**src/lud_pkg.sv**
```systemverilog
// Shared types, constants and fixed-point helpers for the lens undistort remap unit.
// No dependencies; used by every module of the block by scoped names.
`default_nettype none
package lud_pkg;

    // Frame geometry
    localparam int FRAME_WIDTH  = 1024;
    localparam int FRAME_HEIGHT = 512;
    localparam int COLS_W = $clog2(FRAME_WIDTH);
    localparam int ROWS_W = $clog2(FRAME_HEIGHT);
    localparam int ADDR_W = $clog2(FRAME_WIDTH * FRAME_HEIGHT);

    // Item fields
    localparam int COLUMN_W = 10;
    localparam int LINE_W   = 9;
    localparam int PIX_W    = 8;
    localparam int POS_W    = COLUMN_W;

    // Function codes
    localparam logic FUNC_STORE = 1'b0;
    localparam logic FUNC_FETCH = 1'b1;

    // Register map
    localparam int CFG_IDX_W = 3;
    localparam logic [CFG_IDX_W-1:0] REG_K1 = 3'd0;
    localparam logic [CFG_IDX_W-1:0] REG_K2 = 3'd1;
    localparam logic [CFG_IDX_W-1:0] REG_P1 = 3'd2;
    localparam logic [CFG_IDX_W-1:0] REG_P2 = 3'd3;
    localparam logic [CFG_IDX_W-1:0] REG_FX = 3'd4;
    localparam logic [CFG_IDX_W-1:0] REG_FY = 3'd5;
    localparam logic [CFG_IDX_W-1:0] REG_CX = 3'd6;
    localparam logic [CFG_IDX_W-1:0] REG_CY = 3'd7;

    localparam logic [31:0] K1_RESET = 32'hFFB7_7391;
    localparam logic [31:0] K2_RESET = 32'd1240827;
    localparam logic [31:0] P1_RESET = 32'd3248;
    localparam logic [31:0] P2_RESET = 32'd296;
    localparam logic [31:0] FX_RESET = 32'd30058349;
    localparam logic [31:0] FY_RESET = 32'd29969351;
    localparam logic [31:0] CX_RESET = 32'd24065802;
    localparam logic [31:0] CY_RESET = 32'd16277504;

    // Arithmetic widths
    localparam int SAT_W = 44;
    localparam int POSQ_W = 42;
    localparam logic signed [SAT_W-1:0] ONE_Q24 = SAT_W'(1) <<< 24;
    localparam logic signed [POSQ_W-1:0] U_LIMIT = POSQ_W'(FRAME_WIDTH) <<< 16;
    localparam logic signed [POSQ_W-1:0] V_LIMIT = POSQ_W'(FRAME_HEIGHT) <<< 16;

    // Pipeline depths
    localparam int DIV_STAGES = 16;
    localparam int DIV_BITS   = 2;
    localparam int NORM_LAT   = DIV_STAGES + 2;
    localparam int DIST_LAT   = 14;
    localparam int SIDE_LAT   = NORM_LAT + DIST_LAT;

    typedef struct packed {
        logic [31:0] radial_k1;
        logic [31:0] radial_k2;
        logic [31:0] tangential_p1;
        logic [31:0] tangential_p2;
        logic [31:0] focal_x;
        logic [31:0] focal_y;
        logic [31:0] center_x;
        logic [31:0] center_y;
    } lud_cfg_t;

    typedef struct packed {
        logic              func;
        logic              wr_ok;
        logic [ADDR_W-1:0] waddr;
        logic [PIX_W-1:0]  pix;
    } lud_side_t;

    typedef struct packed {
        logic              in_frame;
        logic [ADDR_W-1:0] addr;
    } lud_fetch_t;

    function automatic logic signed [31:0] sat32(input logic signed [SAT_W-1:0] v);
        logic signed [31:0] r;
        if (v > SAT_W'(32'sh7FFF_FFFF)) r = 32'sh7FFF_FFFF;
        else if (v < -(SAT_W'(1) <<< 31)) r = 32'sh8000_0000;
        else r = v[31:0];
        return r;
    endfunction

    // Q8.24 product: floor shift by 24, then saturate
    function automatic logic signed [31:0] qmul(input logic signed [63:0] p);
        logic signed [63:0] s;
        s = p >>> 24;
        return sat32(s[SAT_W-1:0]);
    endfunction

endpackage
`default_nettype wire

```
**src/lud_norm.sv**
```systemverilog
// Normalizer for one axis: ((pos << 16) - center) * 2^24 / focal, saturated Q8.24.
// Pipelined restoring divider, two quotient bits per stage; uses lud_pkg.
`default_nettype none
module lud_norm (
    input  wire logic                      clk,
    input  wire logic                      adv,
    input  wire logic [lud_pkg::POS_W-1:0] pos,
    input  wire logic [31:0]               center,
    input  wire logic [31:0]               focal,
    output logic signed [31:0]             norm
);

    logic signed [32:0] diff;
    logic [31:0] mag;
    logic [31:0] dv;
    logic        ovf;

    logic [31:0] rem_reg [0:lud_pkg::DIV_STAGES];
    logic [31:0] quo_reg [0:lud_pkg::DIV_STAGES];
    logic [7:0]  lo_reg  [0:lud_pkg::DIV_STAGES];
    logic        neg_reg [0:lud_pkg::DIV_STAGES];
    logic        ovf_reg [0:lud_pkg::DIV_STAGES];

    logic [31:0] rem_next [1:lud_pkg::DIV_STAGES];
    logic [31:0] quo_next [1:lud_pkg::DIV_STAGES];
    logic [7:0]  lo_next  [1:lud_pkg::DIV_STAGES];

    logic signed [31:0] norm_reg;
    logic [31:0] qq;

    assign dv   = (focal == 32'd0) ? 32'd1 : focal;
    assign diff = $signed({7'd0, pos, 16'd0}) - $signed({1'b0, center});
    assign mag  = diff[32] ? 32'(-diff) : diff[31:0];
    // quotient would reach 2^32: magnitude at least divisor << 8
    assign ovf  = {8'd0, mag} >= {dv, 8'd0};

    always_comb
    begin
        logic [31:0] r;
        logic [31:0] q;
        logic [7:0]  l;
        logic [32:0] t;
        for (int s = 1; s <= lud_pkg::DIV_STAGES; s++)
        begin
            r = rem_reg[s-1];
            q = quo_reg[s-1];
            l = lo_reg[s-1];
            for (int b = 0; b < lud_pkg::DIV_BITS; b++)
            begin
                t = {r, l[7]};
                l = {l[6:0], 1'b0};
                if (t >= {1'b0, dv})
                begin
                    r = 32'(t - {1'b0, dv});
                    q = {q[30:0], 1'b1};
                end
                else
                begin
                    r = t[31:0];
                    q = {q[30:0], 1'b0};
                end
            end
            rem_next[s] = r;
            quo_next[s] = q;
            lo_next[s]  = l;
        end
    end

    // clamp magnitude to 2^31
    assign qq = (ovf_reg[lud_pkg::DIV_STAGES] || (quo_reg[lud_pkg::DIV_STAGES] > 32'h8000_0000))
              ? 32'h8000_0000 : quo_reg[lud_pkg::DIV_STAGES];

    always_ff @(posedge clk)
    begin
        if (adv)
        begin
            rem_reg[0] <= {8'd0, mag[31:8]};
            quo_reg[0] <= '0;
            lo_reg[0]  <= mag[7:0];
            neg_reg[0] <= diff[32];
            ovf_reg[0] <= ovf;
            for (int s = 1; s <= lud_pkg::DIV_STAGES; s++)
            begin
                rem_reg[s] <= rem_next[s];
                quo_reg[s] <= quo_next[s];
                lo_reg[s]  <= lo_next[s];
                neg_reg[s] <= neg_reg[s-1];
                ovf_reg[s] <= ovf_reg[s-1];
            end
            if (neg_reg[lud_pkg::DIV_STAGES])
                norm_reg <= $signed(~qq + 32'd1);
            else if (qq[31])
                norm_reg <= 32'sh7FFF_FFFF;
            else
                norm_reg <= $signed(qq);
        end
    end

    assign norm = norm_reg;

endmodule
`default_nettype wire

```
**config.mk**
```make
export PLATFORM = sky130hd
export DESIGN_NAME = lud_norm
export DESIGN_NICKNAME = d
export VERILOG_FILES = /design/src/lud_pkg.sv /design/src/lud_norm.sv
export SDC_FILE = /design/constraint.sdc
export NUM_CORES = 2
export LEC_CHECK = 0
export CORE_UTILIZATION = 30
export DETAILED_ROUTE_END_ITERATION = 6
export DONT_BUFFER_PORTS = 1
export GPL_ROUTABILITY_DRIVEN = 0
export MAX_ROUTING_LAYER = met4
export PLACE_DENSITY = 0.52
export SLEW_MARGIN = 20
export SYNTH_ARGS = -nofsm -noshare
export SYNTH_HDL_FRONTEND = slang
export SYNTH_SLANG_ARGS = --single-unit
```
**constraint.sdc**
```tcl
create_clock -name clk -period 11.1 [get_ports clk]
set_input_delay 1.11 -clock clk [delete_from_list [all_inputs] [get_ports clk]]
set_output_delay 1.11 -clock clk [all_outputs]
set_load 0.05 [all_outputs]
```
==> metrics.csv <==
metric;value;unit
Worst path slowest cell;nand4_4;
startpoint types;input pin;
DP Wirelength;235000;microns
H-tree Lvls;3;
Layout area overhead;10.2;%
Finished Layout Cells;13794;
Relative slew margins;23.9;%
CTS Root Cell;clkbuf_16;
asr flop ratio synth;0;%
vias in the first global route;73813;
largest net degree at the start of global routing;149;
total grt overflow;0;
post_cts resized;0;
Worst path max stage delay;0.54;ns
Mapped Cells;9734;
clock-pin slew on the worst setup and hold paths;0.07;ns
die width;547;microns
peak fanout along the critical path;46;
crit share post-route;79.7;%
port buffer count;0;
Setup Total Neg Slack;0;ns
Critical Path AT;9.37;ns
DR iter-0 viols;6826;
CTS Buf Count;107;
critical path class;in2reg;
cell depth of the worst flop-to-flop path;25;
DRT Wirelength;307000;microns
Achievable Freq;113;MHz
Ports;108;
EDFF count, synth;862;
Routed Antenna Nets;0;
commonest non-fill, non-tap cell in the layout;ha_1;
outcome;finished clean;
die height;547;microns
DRT Pass-1 Iters;6;
Yosys warnings;0;
cell family contributing the most delay on the critical path;compound AO/OA/AOI/OAI gates;
CP bufs+invs;6;
Post-Synthesis Cell Area;0.0892;sq mm
Worst Setup End Kind;flip-flop;
antenna violations before repair;18;
layout cells sized above 1;10.6;%
drt wl/cell;22.2;microns
Worst Tran Pin Value;1.14;ns
postcts setup bufs;0;
max reg flops;504;
Seq/Total Area, Yosys;29.0;%
final hold violation count;0;
CTS sink cnt;862;
distinct cell type count after synthesis;113;
core area;0.295;sq mm
RSZ-0062 raised after global routing;false;
endpoints failing setup;0;
Main synth FF type;edfxtp_1;
Total GRT Usage;20.3;%
hold path cells;0;
Placed Cells incl. Taps;13588;
first-pass GRT wire length;455000;microns
Final Max Slew Viols;0;
DIE AREA;0.299;sq mm
CP required;11.62;ns
Period minus WS final;8.84;ns
WHS;0.410;ns
clk_lat worst skew;0.80;ns
synthesized area per cell;9.16;sq um
cell mode on critical path;buf_4;
Site Rows;199;
Vias/cell;5.59;
flops & latches, synth;862;
CTS Buffer Depth;3;
maxcap violations;0;
worst min-delay path category;reg2reg;
most frequent cells in the layout;1042 x ha_1, 990 x a21oi_1, 862 x edfxtp_1, 754 x nor2_1, 619 x nand2_1;
CTS tree;done;
initial core utilization;30.3;%
drc violations;0;
Vias;77119;
Post-Route Skew;0.0345;ns
syn_nets;10872;
cts hold-fix bufs;0;
Final nets;10917;
Crit path depth;28;
## per-stage QoR
stage / instance area, sq um / worst slack [ns] / util [%]
4_1_cts: 98200 / 2.44 / 33.3
6_report: 98300 / 2.26 / 33.3
2_1_floorplan: 89200 / 1.85 / -
5_1_grt: 98300 / 1.80 / 33.3
3_5_place_dp: 94600 / 1.65 / 32.1
3_3_place_gp: 94600 / 1.69 / 32.1
## worst reg2reg max path: stages, from the launching register on
cell and delay [ns]:
edfxtp_1 0.46, ha_1 0.45, o2111ai_1 0.18, a32oi_1 0.66, o211ai_1 0.26, a211o_1 0.32
and3_1 0.21, o21ai_1 0.22, a31o_2 0.59, mux2_2 0.41, ha_1 0.34, o21ai_0 0.25
o21bai_1 0.14, a21oi_1 0.41, o221ai_1 0.29, a21o_1 0.27, a41oi_1 0.30, o21ai_1 0.17
a41oi_2 0.28, a21oi_1 0.10, buf_4 0.22, nor3_4 0.57, or2_1 0.18, buf_4 0.22
inv_2 0.08, mux2_1 0.32
## layout make-up
cell class / count / area, sq um
sequential: 862 / 25900
multi-input combinational: 8303 / 61100
inverter: 344 / 1300
tap: 3919 / 4900
antenna: 6 / 15.0
clock buffer: 123 / 2740
clock inverter: 76 / 916
timing repair buffer: 161 / 1400
fill: 30224 / 197000
## cell families (layout without fill, tap and decap cells)
logic type	after synthesis	after routing	synth area share [%]
and+or+nand+nor	2646	2646	14.7
muxes	580	580	7.36
DFF	862	862	29.0
AOI/OAI and AO/OA	3147	3147	22.8
buffers and inverters	569	704	2.57
xor gates and xnor gates	868	868	8.52
adders and majority gates	1062	1062	15.1
other	0	6	0
## worst paths after layout
check                                      from         endpoint  slack (ns)
worst max-delay path                  focal[16]  rem_reg[0][232]        2.26
worst min-delay path            quo_reg[0][293]  quo_reg[0][327]        0.41
worst max register to register  rem_reg[0][225]  rem_reg[0][286]        2.96
worst min register to register  quo_reg[0][293]  quo_reg[0][327]        0.41
## layer usage
| layer | vias to the layer above | part of all wire (%) | global-route usage, % |
|---|---|---|---|
| li1 | 37070 | - | - |
| met4 | 0 | 4.2 | 7.75 |
| met3 | 522 | 5.9 | 2.64 |
| met2 | 2457 | 45 | 32.4 |
| met1 | 37070 | 45 | 25.9 |
| met5 | - | 0 | - |
## Yosys cell counts (123+ instances only)
cell / number / area share, %
a21o_1: 500 / 4.2
a21oi_1: 991 / 5.6
and3_1: 123 / 0.86
clkbuf_1: 132 / 0.56
edfxtp_1: 862 / 29
ha_1: 1042 / 15
inv_1: 339 / 1.4
mux2_2: 490 / 6.2
nand2_1: 619 / 2.6
nand2b_1: 143 / 1.0
nand3_1: 199 / 1.1
nand4_1: 133 / 0.93
nor2_1: 755 / 3.2
nor2b_1: 140 / 0.98
nor3_1: 177 / 0.99
o21a_1: 160 / 1.3
o21ai_0: 562 / 3.2
o21bai_1: 123 / 1.0
xnor2_1: 607 / 6.0
xor2_1: 261 / 2.6
Power is not shown: default switching activity piles up to over one toggle a cycle in this logic, so the estimate is an artifact.
